[src/sv/mrfm_pkg.sv]
`timescale 1ns / 1ps
// ============================================================================
// mrfm_pkg
// Shared types and constants of the mains RMS and frequency meter.
// ============================================================================
package mrfm_pkg;

    localparam int unsigned CFG_IDX_W = 3;
    localparam int unsigned CFG_DATA_W = 16;

    typedef enum logic [CFG_IDX_W-1:0] {
        REG_EDGE_MIN_GAP = 3'd0,
        REG_WINDOW_MIN   = 3'd1,
        REG_WINDOW_MAX   = 3'd2,
        REG_TIMEOUT      = 3'd3,
        REG_VOLT_GAIN    = 3'd4,
        REG_BASE_PERIOD  = 3'd5
    } reg_idx_t;

    typedef enum logic {
        CMD_TICK = 1'b0,
        CMD_EDGE = 1'b1
    } cmd_t;

    localparam logic [15:0] RST_EDGE_MIN_GAP = 16'd2000;
    localparam logic [5:0]  RST_WINDOW_MIN   = 6'd13;
    localparam logic [5:0]  RST_WINDOW_MAX   = 6'd33;
    localparam logic [7:0]  RST_TIMEOUT      = 8'd66;
    localparam logic [15:0] RST_VOLT_GAIN    = 16'd20953;
    localparam logic [15:0] RST_BASE_PERIOD  = 16'd1000;
    localparam int unsigned RESET_WINDOW     = 20;

    localparam logic [11:0] MV_FULL   = 12'd3300;
    localparam logic [11:0] ADC_FULL  = 12'd4095;
    localparam logic [31:0] FREQ_NUM  = 32'd10000000;
    localparam logic [18:0] RMS_SAT   = 19'd524287;
    localparam logic [9:0]  FREQ_SAT  = 10'd1023;

    // 2^37 / 100 rounded up: (x * RECIP_100) >> 37 equals x / 100 for any
    // 32-bit x.
    localparam logic [31:0] RECIP_100 = 32'h51EB_851F;

    // One queued item passed from the front to the back.
    typedef struct packed {
        cmd_t        command;
        logic [11:0] adc_raw;
        logic [31:0] edge_time_us;
    } item_t;

    typedef enum logic [3:0] {
        ST_IDLE, ST_EDGE, ST_SCALE, ST_RDOLD, ST_SUB, ST_ADD, ST_DIV,
        ST_SQRT, ST_PDIV, ST_DECIDE, ST_FDIV, ST_GAIN, ST_OUT
    } st_t;

endpackage

[src/sv/mrfm_ram.sv]
`timescale 1ns / 1ps
// ============================================================================
// mrfm_ram
// Generic single-port-write, single-port-read RAM with registered read data.
// ============================================================================
module mrfm_ram #(
    parameter int unsigned WIDTH = 12,
    parameter int unsigned DEPTH = 33
) (
    input  logic                     aclk,
    input  logic                     we,
    input  logic [$clog2(DEPTH)-1:0] waddr,
    input  logic [WIDTH-1:0]         wdata,
    input  logic [$clog2(DEPTH)-1:0] raddr,
    output logic [WIDTH-1:0]         rdata
);
    logic [WIDTH-1:0] mem_reg [DEPTH];

    always_ff @(posedge aclk) begin
        if (we) begin
            mem_reg[waddr] <= wdata;
        end
        rdata <= mem_reg[raddr];
    end
endmodule

[src/sv/mrfm_divu.sv]
`timescale 1ns / 1ps
// ============================================================================
// mrfm_divu
// Restoring radix-2 unsigned divider, one quotient bit per cycle.
// ============================================================================
module mrfm_divu (
    input  logic        aclk,
    input  logic        aresetn,
    input  logic        start,
    input  logic [31:0] dividend,
    input  logic [31:0] divisor,
    output logic        done,
    output logic [31:0] quotient
);
    logic [31:0] quo_reg, quo_next;
    logic [32:0] rem_reg, rem_next;
    logic [31:0] dvs_reg, dvs_next;
    logic [5:0]  cnt_reg, cnt_next;
    logic        busy_reg, busy_next;
    logic [32:0] trial;

    always_comb begin
        quo_next  = quo_reg;
        rem_next  = rem_reg;
        dvs_next  = dvs_reg;
        cnt_next  = cnt_reg;
        busy_next = busy_reg;
        trial     = '0;
        if (start) begin
            quo_next  = dividend;
            rem_next  = '0;
            dvs_next  = divisor;
            cnt_next  = 6'd32;
            busy_next = 1'b1;
        end else if (busy_reg) begin
            trial = {rem_reg[31:0], quo_reg[31]};
            if (trial >= {1'b0, dvs_reg}) begin
                rem_next = trial - {1'b0, dvs_reg};
                quo_next = {quo_reg[30:0], 1'b1};
            end else begin
                rem_next = trial;
                quo_next = {quo_reg[30:0], 1'b0};
            end
            cnt_next = cnt_reg - 6'd1;
            if (cnt_reg == 6'd1) begin
                busy_next = 1'b0;
            end
        end
    end

    always_ff @(posedge aclk) begin
        if (!aresetn) begin
            busy_reg <= 1'b0;
            cnt_reg  <= '0;
        end else begin
            busy_reg <= busy_next;
            cnt_reg  <= cnt_next;
        end
        quo_reg <= quo_next;
        rem_reg <= rem_next;
        dvs_reg <= dvs_next;
    end

    assign done     = busy_reg && (cnt_reg == 6'd1);
    assign quotient = {quo_reg[30:0], (trial >= {1'b0, dvs_reg})};
endmodule

[src/sv/mrfm_front.sv]
`timescale 1ns / 1ps
// ============================================================================
// mrfm_front
// Input side: accepts items into a two-entry queue toward the back end.
// ============================================================================
module mrfm_front (
    input  logic            aclk,
    input  logic            aresetn,
    input  logic            s_valid,
    output logic            s_ready,
    input  mrfm_pkg::item_t in_item,
    output logic            q_valid,
    input  logic            q_pop,
    output mrfm_pkg::item_t q_item
);
    import mrfm_pkg::*;

    item_t       slot_reg [2];
    logic        wp_reg, wp_next, rp_reg, rp_next;
    logic [1:0]  cnt_reg, cnt_next;
    logic        push;

    assign s_ready = (cnt_reg != 2'd2);
    assign push    = s_valid && s_ready;
    assign q_valid = (cnt_reg != 2'd0);
    assign q_item  = slot_reg[rp_reg];

    always_comb begin
        wp_next  = wp_reg ^ push;
        rp_next  = rp_reg ^ q_pop;
        cnt_next = cnt_reg + {1'b0, push} - {1'b0, q_pop};
    end

    always_ff @(posedge aclk) begin
        if (!aresetn) begin
            wp_reg  <= 1'b0;
            rp_reg  <= 1'b0;
            cnt_reg <= '0;
        end else begin
            wp_reg  <= wp_next;
            rp_reg  <= rp_next;
            cnt_reg <= cnt_next;
        end
        if (push) begin
            slot_reg[wp_reg] <= in_item;
        end
    end
endmodule

[src/sv/mrfm_back.sv]
`timescale 1ns / 1ps
// ============================================================================
// mrfm_back
// Execution side: edge bookkeeping, sliding window, root and scaling.
// ============================================================================
module mrfm_back #(
    parameter int unsigned WINDOW_DEPTH = 33
) (
    input  logic            aclk,
    input  logic            aresetn,
    input  logic            q_valid,
    output logic            q_pop,
    input  mrfm_pkg::item_t q_item,
    input  logic [15:0]     edge_min_gap_us,
    input  logic [5:0]      window_min,
    input  logic [5:0]      window_max,
    input  logic [7:0]      timeout_ticks,
    input  logic [15:0]     volt_gain,
    input  logic [15:0]     base_period_us,
    output logic            m_valid,
    input  logic            m_ready,
    output logic [18:0]     m_vin_rms_mv,
    output logic [9:0]      m_freq_dhz,
    output logic            m_ac_present
);
    import mrfm_pkg::*;

    localparam int unsigned AW = $clog2(WINDOW_DEPTH);
    localparam logic [5:0] RST_LEN =
        6'((RESET_WINDOW < WINDOW_DEPTH) ? RESET_WINDOW : WINDOW_DEPTH);
    localparam logic [6:0] DEPTH7 = 7'(WINDOW_DEPTH);

    st_t         st_reg, st_next;
    item_t       it_reg, it_next;
    logic [31:0] last_reg, last_next, prev_reg, prev_next, per_reg, per_next;
    logic        seen_reg, seen_next;
    logic [7:0]  twe_reg, twe_next;
    logic [5:0]  head_reg, head_next, fill_reg, fill_next, len_reg, len_next;
    logic [16:0] sum_reg, sum_next;
    logic [28:0] sq_reg, sq_next;
    logic [18:0] rms_reg, rms_next;
    logic [9:0]  freq_reg, freq_next;
    logic        pres_reg, pres_next;
    logic        mval_reg, mval_next;
    logic [11:0] mv_reg, mv_next;
    logic        full_reg, full_next;
    logic [11:0] mean_reg, mean_next;
    logic [31:0] sv_reg, sv_next, root_reg, root_next, bit_reg, bit_next;
    logic [15:0] rmsv_reg, rmsv_next;
    logic [31:0] n_reg, n_next;
    logic [1:0]  dph_reg, dph_next;
    logic [31:0] gprod_reg, gprod_next;

    logic        we;
    logic [AW-1:0] waddr, raddr;
    logic [11:0] rdata;
    logic        dstart, ddone;
    logic [31:0] ddend, ddvs, dquo;
    logic [23:0] mvprod;
    logic [23:0] mm;
    logic [63:0] gq;
    logic        nok;

    mrfm_ram #(.WIDTH(12), .DEPTH(WINDOW_DEPTH)) u_ring (
        .aclk(aclk), .we(we), .waddr(waddr), .wdata(mv_reg),
        .raddr(raddr), .rdata(rdata)
    );

    mrfm_divu u_div (
        .aclk(aclk), .aresetn(aresetn), .start(dstart), .dividend(ddend),
        .divisor(ddvs), .done(ddone), .quotient(dquo)
    );

    always_comb begin
        st_next = st_reg; it_next = it_reg;
        last_next = last_reg; prev_next = prev_reg; per_next = per_reg;
        seen_next = seen_reg; twe_next = twe_reg;
        head_next = head_reg; fill_next = fill_reg; len_next = len_reg;
        sum_next = sum_reg; sq_next = sq_reg;
        rms_next = rms_reg; freq_next = freq_reg; pres_next = pres_reg;
        mval_next = mval_reg; mv_next = mv_reg; full_next = full_reg;
        mean_next = mean_reg; sv_next = sv_reg;
        root_next = root_reg; bit_next = bit_reg; rmsv_next = rmsv_reg;
        n_next = n_reg; dph_next = dph_reg; gprod_next = gprod_reg;
        q_pop = 1'b0; we = 1'b0; dstart = 1'b0; ddend = '0; ddvs = 32'd1;
        mvprod = '0; mm = '0; gq = '0; nok = 1'b0;
        waddr = AW'(({1'b0, head_reg} >= DEPTH7) ? 7'd0 : {1'b0, head_reg});
        raddr = waddr;
        if (mval_reg && m_ready) begin
            mval_next = 1'b0;
        end
        unique case (st_reg)
            ST_IDLE: begin
                if (q_valid && !mval_reg) begin
                    q_pop = 1'b1;
                    it_next = q_item;
                    st_next = (q_item.command == CMD_EDGE) ? ST_EDGE : ST_SCALE;
                end
            end
            ST_EDGE: begin
                if ((it_reg.edge_time_us - last_reg) >= {16'd0, edge_min_gap_us}) begin
                    per_next  = it_reg.edge_time_us - prev_reg;
                    prev_next = last_reg;
                    last_next = it_reg.edge_time_us;
                    seen_next = 1'b1;
                end
                st_next = ST_OUT;
            end
            ST_SCALE: begin
                if (seen_reg) begin
                    seen_next = 1'b0;
                    twe_next = '0;
                end else if (twe_reg != 8'd255) begin
                    twe_next = twe_reg + 8'd1;
                end
                mvprod = it_reg.adc_raw * MV_FULL;
                // Divide by 4095 with one word shift: x/4095 ~ (x + x/4096 + 1)/4096.
                mv_next = 12'((mvprod + (mvprod >> 12) + 24'd1) >> 12);
                st_next = ST_RDOLD;
            end
            ST_RDOLD: begin
                // RAM read of the slot being overwritten is in flight.
                st_next = ST_SUB;
            end
            ST_SUB: begin
                if (fill_reg >= len_reg) begin
                    sum_next = sum_reg - {5'd0, rdata};
                    sq_next  = sq_reg - {5'd0, {12'd0, rdata} * {12'd0, rdata}};
                end else begin
                    fill_next = fill_reg + 6'd1;
                end
                st_next = ST_ADD;
            end
            ST_ADD: begin
                we = 1'b1;
                head_next = (({1'b0, waddr} + 7'd1) >= {1'b0, len_reg}) ? 6'd0
                          : 6'(waddr + 1'b1);
                sum_next = sum_reg + {5'd0, mv_reg};
                sq_next  = sq_reg + {5'd0, {12'd0, mv_reg} * {12'd0, mv_reg}};
                full_next = (fill_reg >= len_reg);
                dph_next = 2'd0;
                st_next = ST_DIV;
            end
            ST_DIV: begin
                // Mean then mean square, both by the window length.
                if (dph_reg == 2'd0) begin
                    dstart = 1'b1; ddend = {15'd0, sum_reg}; ddvs = {26'd0, len_reg};
                    dph_next = 2'd1;
                end else if (dph_reg == 2'd1) begin
                    if (ddone) begin
                        // The mean never exceeds the 3300 mV full scale.
                        mean_next = dquo[11:0];
                        dph_next = 2'd2;
                    end
                end else if (dph_reg == 2'd2) begin
                    dstart = 1'b1; ddend = {3'd0, sq_reg}; ddvs = {26'd0, len_reg};
                    dph_next = 2'd3;
                end else begin
                    if (ddone) begin
                        mm = mean_reg * mean_reg;
                        root_next = '0;
                        bit_next = 32'h4000_0000;
                        if (!full_reg || (dquo < {8'd0, mm})) begin
                            sv_next = '0;
                        end else begin
                            sv_next = dquo - {8'd0, mm};
                        end
                        st_next = ST_SQRT;
                    end
                end
            end
            ST_SQRT: begin
                // Sixteen bit-pair steps; pairs above the operand leave the
                // root at zero, so no separate search for the top pair.
                if (bit_reg == 32'd0) begin
                    rmsv_next = 16'(root_reg);
                    st_next = ST_PDIV;
                    dph_next = 2'd0;
                end else begin
                    if (sv_reg >= root_reg + bit_reg) begin
                        sv_next = sv_reg - (root_reg + bit_reg);
                        root_next = (root_reg >> 1) + bit_reg;
                    end else begin
                        root_next = root_reg >> 1;
                    end
                    bit_next = bit_reg >> 2;
                end
            end
            ST_PDIV: begin
                if (dph_reg == 2'd0) begin
                    dstart = 1'b1; ddend = per_reg; ddvs = {16'd0, base_period_us};
                    dph_next = 2'd1;
                    if (base_period_us == 16'd0) begin
                        dstart = 1'b0;
                        n_next = '0;
                        st_next = ST_DECIDE;
                    end
                end else if (ddone) begin
                    n_next = dquo;
                    st_next = ST_DECIDE;
                end
            end
            ST_DECIDE: begin
                nok = (n_reg != 32'd0) && (n_reg >= {26'd0, window_min})
                   && (n_reg <= {26'd0, window_max}) && (n_reg <= {25'd0, DEPTH7});
                if (!nok || (twe_reg > timeout_ticks)) begin
                    pres_next = 1'b0; freq_next = '0; rms_next = '0;
                    st_next = ST_OUT;
                end else if (n_reg[5:0] != len_reg) begin
                    head_next = '0; fill_next = '0; sum_next = '0; sq_next = '0;
                    len_next = n_reg[5:0]; rms_next = '0;
                    st_next = ST_OUT;
                end else begin
                    dph_next = 2'd0;
                    st_next = ST_FDIV;
                end
            end
            ST_FDIV: begin
                if (dph_reg == 2'd0) begin
                    dstart = 1'b1; ddend = FREQ_NUM; ddvs = per_reg;
                    dph_next = 2'd1;
                end else if (ddone) begin
                    freq_next = (dquo > {22'd0, FREQ_SAT}) ? FREQ_SAT : dquo[9:0];
                    pres_next = 1'b1;
                    gprod_next = rmsv_reg * volt_gain;
                    dph_next = 2'd0;
                    st_next = (rmsv_reg != 16'd0) ? ST_GAIN : ST_OUT;
                end
            end
            ST_GAIN: begin
                // Division by 100 as a multiplication by its reciprocal.
                gq = {32'd0, gprod_reg} * {32'd0, RECIP_100};
                rms_next = (gq[63:37] > {8'd0, RMS_SAT}) ? RMS_SAT : gq[55:37];
                st_next = ST_OUT;
            end
            ST_OUT: begin
                if (!mval_reg) begin
                    mval_next = 1'b1;
                    st_next = ST_IDLE;
                end
            end
            default: st_next = ST_IDLE;
        endcase
    end

    always_ff @(posedge aclk) begin
        if (!aresetn) begin
            st_reg <= ST_IDLE;
            last_reg <= '0; prev_reg <= '0; per_reg <= '0;
            seen_reg <= 1'b0; twe_reg <= '0;
            head_reg <= '0; fill_reg <= '0; len_reg <= RST_LEN;
            sum_reg <= '0; sq_reg <= '0;
            rms_reg <= '0; freq_reg <= '0; pres_reg <= 1'b0;
            mval_reg <= 1'b0; dph_reg <= '0;
        end else begin
            st_reg <= st_next;
            last_reg <= last_next; prev_reg <= prev_next; per_reg <= per_next;
            seen_reg <= seen_next; twe_reg <= twe_next;
            head_reg <= head_next; fill_reg <= fill_next; len_reg <= len_next;
            sum_reg <= sum_next; sq_reg <= sq_next;
            rms_reg <= rms_next; freq_reg <= freq_next; pres_reg <= pres_next;
            mval_reg <= mval_next; dph_reg <= dph_next;
        end
        it_reg <= it_next; mv_reg <= mv_next; full_reg <= full_next;
        mean_reg <= mean_next; sv_reg <= sv_next;
        root_reg <= root_next; bit_reg <= bit_next; rmsv_reg <= rmsv_next;
        n_reg <= n_next; gprod_reg <= gprod_next;
    end

    assign m_valid      = mval_reg;
    assign m_vin_rms_mv = rms_reg;
    assign m_freq_dhz   = freq_reg;
    assign m_ac_present = pres_reg;
endmodule

[src/sv/mains_rms_frequency_meter.sv]
`timescale 1ns / 1ps
// ============================================================================
// mains_rms_frequency_meter
// Sliding-window true RMS and mains frequency meter.
// ============================================================================
// Every item, tick or edge, produces exactly one result item holding the
// published RMS voltage, frequency and presence flag. A tick item's run
// time is set by the one shared radix-2 divider (mean, mean square,
// period by base period and frequency), the 16-step bit-pair square
// root, and whether the reading is refused early. The gain's division
// by 100 is a single reciprocal multiplication.
// Two items may wait in the input queue while the back end works, and a
// finished result waits in its output register until it is taken.
module mains_rms_frequency_meter #(
    parameter int unsigned WINDOW_DEPTH = 33
) (
    input  logic        aclk,
    input  logic        aresetn,
    input  logic        s_valid,
    output logic        s_ready,
    input  logic        s_command,
    input  logic [11:0] s_adc_raw,
    input  logic [31:0] s_edge_time_us,
    output logic        m_valid,
    input  logic        m_ready,
    output logic [18:0] m_vin_rms_mv,
    output logic [9:0]  m_freq_dhz,
    output logic        m_ac_present,
    input  logic        cfg_we,
    input  logic [mrfm_pkg::CFG_IDX_W-1:0]  cfg_index,
    input  logic [mrfm_pkg::CFG_DATA_W-1:0] cfg_data
);
    import mrfm_pkg::*;

    logic [15:0] gap_reg, gain_reg, base_reg;
    logic [5:0]  wmin_reg, wmax_reg;
    logic [7:0]  tmo_reg;
    item_t       in_item, q_item;
    logic        q_valid, q_pop;

    // Configuration registers; unknown indexes are ignored.
    always_ff @(posedge aclk) begin
        if (!aresetn) begin
            gap_reg <= RST_EDGE_MIN_GAP; wmin_reg <= RST_WINDOW_MIN;
            wmax_reg <= RST_WINDOW_MAX; tmo_reg <= RST_TIMEOUT;
            gain_reg <= RST_VOLT_GAIN; base_reg <= RST_BASE_PERIOD;
        end else if (cfg_we) begin
            unique case (cfg_index)
                REG_EDGE_MIN_GAP: gap_reg  <= cfg_data;
                REG_WINDOW_MIN:   wmin_reg <= cfg_data[5:0];
                REG_WINDOW_MAX:   wmax_reg <= cfg_data[5:0];
                REG_TIMEOUT:      tmo_reg  <= cfg_data[7:0];
                REG_VOLT_GAIN:    gain_reg <= cfg_data;
                REG_BASE_PERIOD:  base_reg <= cfg_data;
                default: ;
            endcase
        end
    end

    assign in_item.command      = cmd_t'(s_command);
    assign in_item.adc_raw      = s_adc_raw;
    assign in_item.edge_time_us = s_edge_time_us;

    mrfm_front u_front (
        .aclk(aclk), .aresetn(aresetn), .s_valid(s_valid), .s_ready(s_ready),
        .in_item(in_item), .q_valid(q_valid), .q_pop(q_pop), .q_item(q_item)
    );

    mrfm_back #(.WINDOW_DEPTH(WINDOW_DEPTH)) u_back (
        .aclk(aclk), .aresetn(aresetn), .q_valid(q_valid), .q_pop(q_pop),
        .q_item(q_item), .edge_min_gap_us(gap_reg), .window_min(wmin_reg),
        .window_max(wmax_reg), .timeout_ticks(tmo_reg), .volt_gain(gain_reg),
        .base_period_us(base_reg), .m_valid(m_valid), .m_ready(m_ready),
        .m_vin_rms_mv(m_vin_rms_mv), .m_freq_dhz(m_freq_dhz),
        .m_ac_present(m_ac_present)
    );

`ifndef SYNTH
    // Absent mains always publishes zero frequency.
    a_absent_zero: assert property (@(posedge aclk) disable iff (!aresetn)
        m_valid && !m_ac_present |-> m_freq_dhz == '0)
        else $error("frequency nonzero while absent");
    // A waiting result is not replaced before it is taken.
    a_hold: assert property (@(posedge aclk) disable iff (!aresetn)
        m_valid && !m_ready |=> m_valid && $stable(m_vin_rms_mv))
        else $error("result changed while stalled");
`endif
endmodule

[config.mk]
export PLATFORM = sky130hd
export DESIGN_NAME = mains_rms_frequency_meter
export DESIGN_NICKNAME = d
export VERILOG_FILES = /design/src/sv/mrfm_pkg.sv /design/src/sv/mrfm_ram.sv /design/src/sv/mrfm_divu.sv /design/src/sv/mrfm_front.sv /design/src/sv/mrfm_back.sv /design/src/sv/mains_rms_frequency_meter.sv
export SDC_FILE = /design/constraint.sdc
export NUM_CORES = 2
export LEC_CHECK = 0
export ABC_AREA = 1
export ABC_CLOCK_PERIOD_IN_PS = 13700
export BUFFER_PORTS_ARGS = -buffer_cell sky130_fd_sc_hd__buf_2
export CAP_MARGIN = 20
export CORE_UTILIZATION = 50
export CTS_BUF_LIST = sky130_fd_sc_hd__clkbuf_4 sky130_fd_sc_hd__clkbuf_8
export DETAILED_ROUTE_END_ITERATION = 12
export GPL_ROUTABILITY_DRIVEN = 0
export PLACE_DENSITY = 0.65
export SYNTH_ARGS = -nofsm -noshare
export SYNTH_HDL_FRONTEND = slang
export SYNTH_SLANG_ARGS = --single-unit
[constraint.sdc]
create_clock -name aclk -period 13.7 [get_ports aclk]
set_input_delay 0.685 -clock aclk [delete_from_list [all_inputs] [get_ports aclk]]
set_output_delay 0.685 -clock aclk [all_outputs]
set_load 0.005 [all_outputs]
==> results.md <==
- In this run the top signal layer used is met5.
- The peak clock frequency supported by timing is 118 MHz.
- The endpoint arrival time on the critical path is 9.28 ns.
- The area inside the core boundary is 202000 µm².
- The worst hold path startpoint is cfg_data[9].
- The number of I/O pins is 101.
- At the pin with the least slew margin, the transition time is 1.05 ns.
- Compared with the post-synthesis result, the final layout area differs by 7.69%.
- The instance count along the most critical hold path is 3.
- Global routing used 27.7% of the available tracks.
- For the worst flop-to-flop path, the logic depth is 30.
- The total routed wire length on the met1 layer is 118 mm.
- The mean cell area of the mapped netlist is 8.39 µm².
- Measured against its own limit, the worst slew margin works out to 29.9%.
- The critical path launch point type is a register.
- The wire length after detailed routing is 282 mm.
- The final number of max-transition violations is 0.
- The clock net in this run drives a total of 1109 sinks.
- The buffer depth of the longest clock path is 3.
- The total setup buffers inserted after CTS is 0.
- The number of global-route vias before repair was 81800.
- The top fanout value on the critical path is 26.
- The H-tree was split into 4 levels.
- The clock transition time at the flip-flop clock pins of the worst setup and hold paths is 0.07 ns.
- For hold timing, the worst endpoint is base_reg[9].
- Wire segments on met2 add up to 132 mm in the final route.
- The cell taking the most area after synthesis is sky130_fd_sc_hd__edfxtp_1.
- Entering global routing, the biggest net connects 99 pins.
- The required time at the endpoint of the critical path is 14.49 ns.
- For this configuration, the core starts out at a cell density of 50.4%.
- For this design, the slowest cell found on the critical path is sky130_fd_sc_hd__edfxtp_1.
- After the last flow step, the layout net total stands at 14300.
- The initial antenna violation count is 11.
- The floorplan has 165 rows.
- The iteration count of the initial detailed-routing pass is 8.
- The layout cell share with drive strength beyond 1 is 5.26%.
- Across all layers, the routed design uses 82000 vias.
- STA classifies the critical path endpoint as a register.
- The flow ran to the end, and the final reports show no timing, DRC or antenna violations.
- Counting flops with an async set or reset pin after synthesis yields a share of 0%.
- The endpoint of the most critical register-to-register path is u_back.sv_reg[25].
- The number of buffers added by the clock tree synthesis step is 189.
- The synthesized area is 102000 µm².
- In this run the horizontal extent of the chip is 453 µm.
- Synthesis produced 12100 cells.
- The number of different library cells in the post-synthesis netlist is 64.
- The post-synthesis net count is 14200.
- The full die area is 206000 µm².
- In the post-synthesis netlist, the biggest area contributors are sky130_fd_sc_hd__edfxtp_1 (23%), sky130_fd_sc_hd__fa_1 (18%), sky130_fd_sc_hd__ha_1 (13%).
- The detailed router finished its first iteration with 7018 violations.
- Counting the fill cells in the layout gives 18500.
- The total global routing overflow is 0.
- The clock tree from TritonCTS is built.
- The synthesized design contains 1109 register bits.
- In this run, synthesis inferred 779 flip-flops with an integrated enable.
- The die is 453 µm tall.
- In the final timing run, aggregate negative setup slack is 0 ns.
- Setup repair after global routing left no endpoint under its margin.
- The top-area cell type share of the netlist area is 23.0%.
- The DRC violations left is 0.
- The final critical path takes up 62.0% of the cycle.
- The max-cap violation count is 0.
- Input and output buffers added on the ports amount to 100.
- Setup slack on the worst reg-to-reg path comes out at 5.21 ns.
- Summed over all nets, wire length on met3 after detailed routing comes to 21.3 mm.
- The min-delay analysis places its worst path in the category input pin to register.
- The critical path is of the register to register type.
- The wire-length estimate of the detail-placed layout is 218 mm.
- Once detail routing completed, the nets flagged for antenna violations numbered 0.
- The flip-flop count of the largest register, all copies and words added is 396.
- Using the TritonRoute via totals, the vias-per-cell ratio works out to 5.43.
- The first-pass GRT wire length is 446 mm.
- After detailed routing, the average wire length per cell comes to 18.7 µm.
- The number of setup violations in the final report is 0.
- The most used flip-flop cell after synthesis is sky130_fd_sc_hd__edfxtp_1.
- The highest cell delay on the worst timing path is 0.66 ns.
- On the final layout, the worst clock skew is 0.0520 ns.
- The latest clock arrival within the worst-skew pair is 0.98 ns.
- The proportion of synthesized chip area in sequential cells is 29.4%.
- The final critical path time including I/O delays and setup is 8.49 ns.
- The buffer type at the clock tree root is sky130_fd_sc_hd__clkbuf_8.
- The number of warnings issued by yosys is 0.
- The worst register-to-register path begins at u_back.mean_reg[0].
- Counting stages on the worst path, the most repeated cell is sky130_fd_sc_hd__inv_1.
- The count of endpoints failing hold in the final timing report was 0.
## metal layers
layer	track usage [%]	vias up
li1	-	39000
met1	36.7	39400
met2	45.1	3035
met3	4.43	543
met4	11.3	4
met5	0	-
## Yosys cell counts (165+ instances only)
cell type / instances
sky130_fd_sc_hd__a21oi_1: 721
sky130_fd_sc_hd__clkbuf_1: 239
sky130_fd_sc_hd__dfxtp_1: 330
sky130_fd_sc_hd__edfxtp_1: 779
sky130_fd_sc_hd__fa_1: 902
sky130_fd_sc_hd__ha_1: 1067
sky130_fd_sc_hd__inv_1: 2541
sky130_fd_sc_hd__nand2_1: 2440
sky130_fd_sc_hd__nand3_1: 448
sky130_fd_sc_hd__nor2_1: 907
sky130_fd_sc_hd__o21ai_0: 574
sky130_fd_sc_hd__xor2_1: 165
## layout make-up
class,count,area (µm²),share of cell area (%)
multi-input combinational,8143,61000,55.6
sequential,1109,30000,27.3
inverter,2575,9670,8.81
tap,2672,3340,3.05
clock buffer,263,3320,3.03
timing repair buffer,239,1670,1.52
clock inverter,90,702,0.640
antenna,13,32.5,0.0297
## how the worst max path moves through the flow
stage | start | end | slack (ns) | cells past startpoint
global placement | u_back.mean_reg[0] | u_back.sv_reg[29] | 5.47 | 30
floorplan | u_back.mean_reg[0] | u_back.sv_reg[29] | 6.93 | 29
global route | u_back.mean_reg[0] | u_back.sv_reg[25] | 4.70 | 30
finish | u_back.mean_reg[0] | u_back.sv_reg[25] | 5.21 | 30
detailed placement | u_back.mean_reg[0] | u_back.sv_reg[25] | 5.39 | 30
CTS | u_back.mean_reg[0] | u_back.sv_reg[25] | 5.32 | 30
## critical path, delay by kind of cell, from the launching register on
kind            cells  cell delay [ns]
buf+inv             6             0.80
fa+ha+maj           7             3.39
compound gates      7             1.46
simple gates        9             1.86
flops               1             0.66
xor+xnor            1             0.11
## per-stage QoR
stage	instances	cell area, µm²	hold slack, ns	setup slack, ns	util, %
floorplan	12100	102000	0.419	6.93	-
global placement	14700	105000	0.427	5.47	52.0
detailed placement	14700	105000	0.439	5.39	52.0
CTS	15100	110000	0.0635	5.32	54.2
global route	15100	110000	0.0905	4.70	54.2
finish	15100	110000	0.152	5.21	54.2
## cell usage in the layout, fill, tap and decap left out, types with 329 or more instances in the layout
master                     netlist  routed
sky130_fd_sc_hd__a21oi_1       721     720
sky130_fd_sc_hd__edfxtp_1      779     779
sky130_fd_sc_hd__dfxtp_1       330     329
sky130_fd_sc_hd__o21ai_0       574     574
sky130_fd_sc_hd__fa_1          902     902
sky130_fd_sc_hd__inv_1        2541    2538
sky130_fd_sc_hd__nor2_1        907     903
sky130_fd_sc_hd__nand2_1      2440    2439
sky130_fd_sc_hd__ha_1         1067    1064
sky130_fd_sc_hd__nand3_1       448     448
## kinds of logic after synthesis
kind of cell	Yosys count	synth area share (%)
multiplexers	46	0.507
flip-flops	1109	29.4
AO/OA/AOI/OAI	1698	9.33
AND/OR/NAND/NOR	4136	16.6
buffers and inverters	2889	10.8
adder cells (fa/ha/maj)	1969	30.8
XOR/XNOR	294	2.53
## what timing repair did
action	CTS	global route
hold buffers	46	0
hold endpoints to repair	91	0
gates resized for setup	0	0
Power is left out: the tool's default activity adds up to more than one toggle a clock period on the data nets, which glitch-free logic cannot reach.
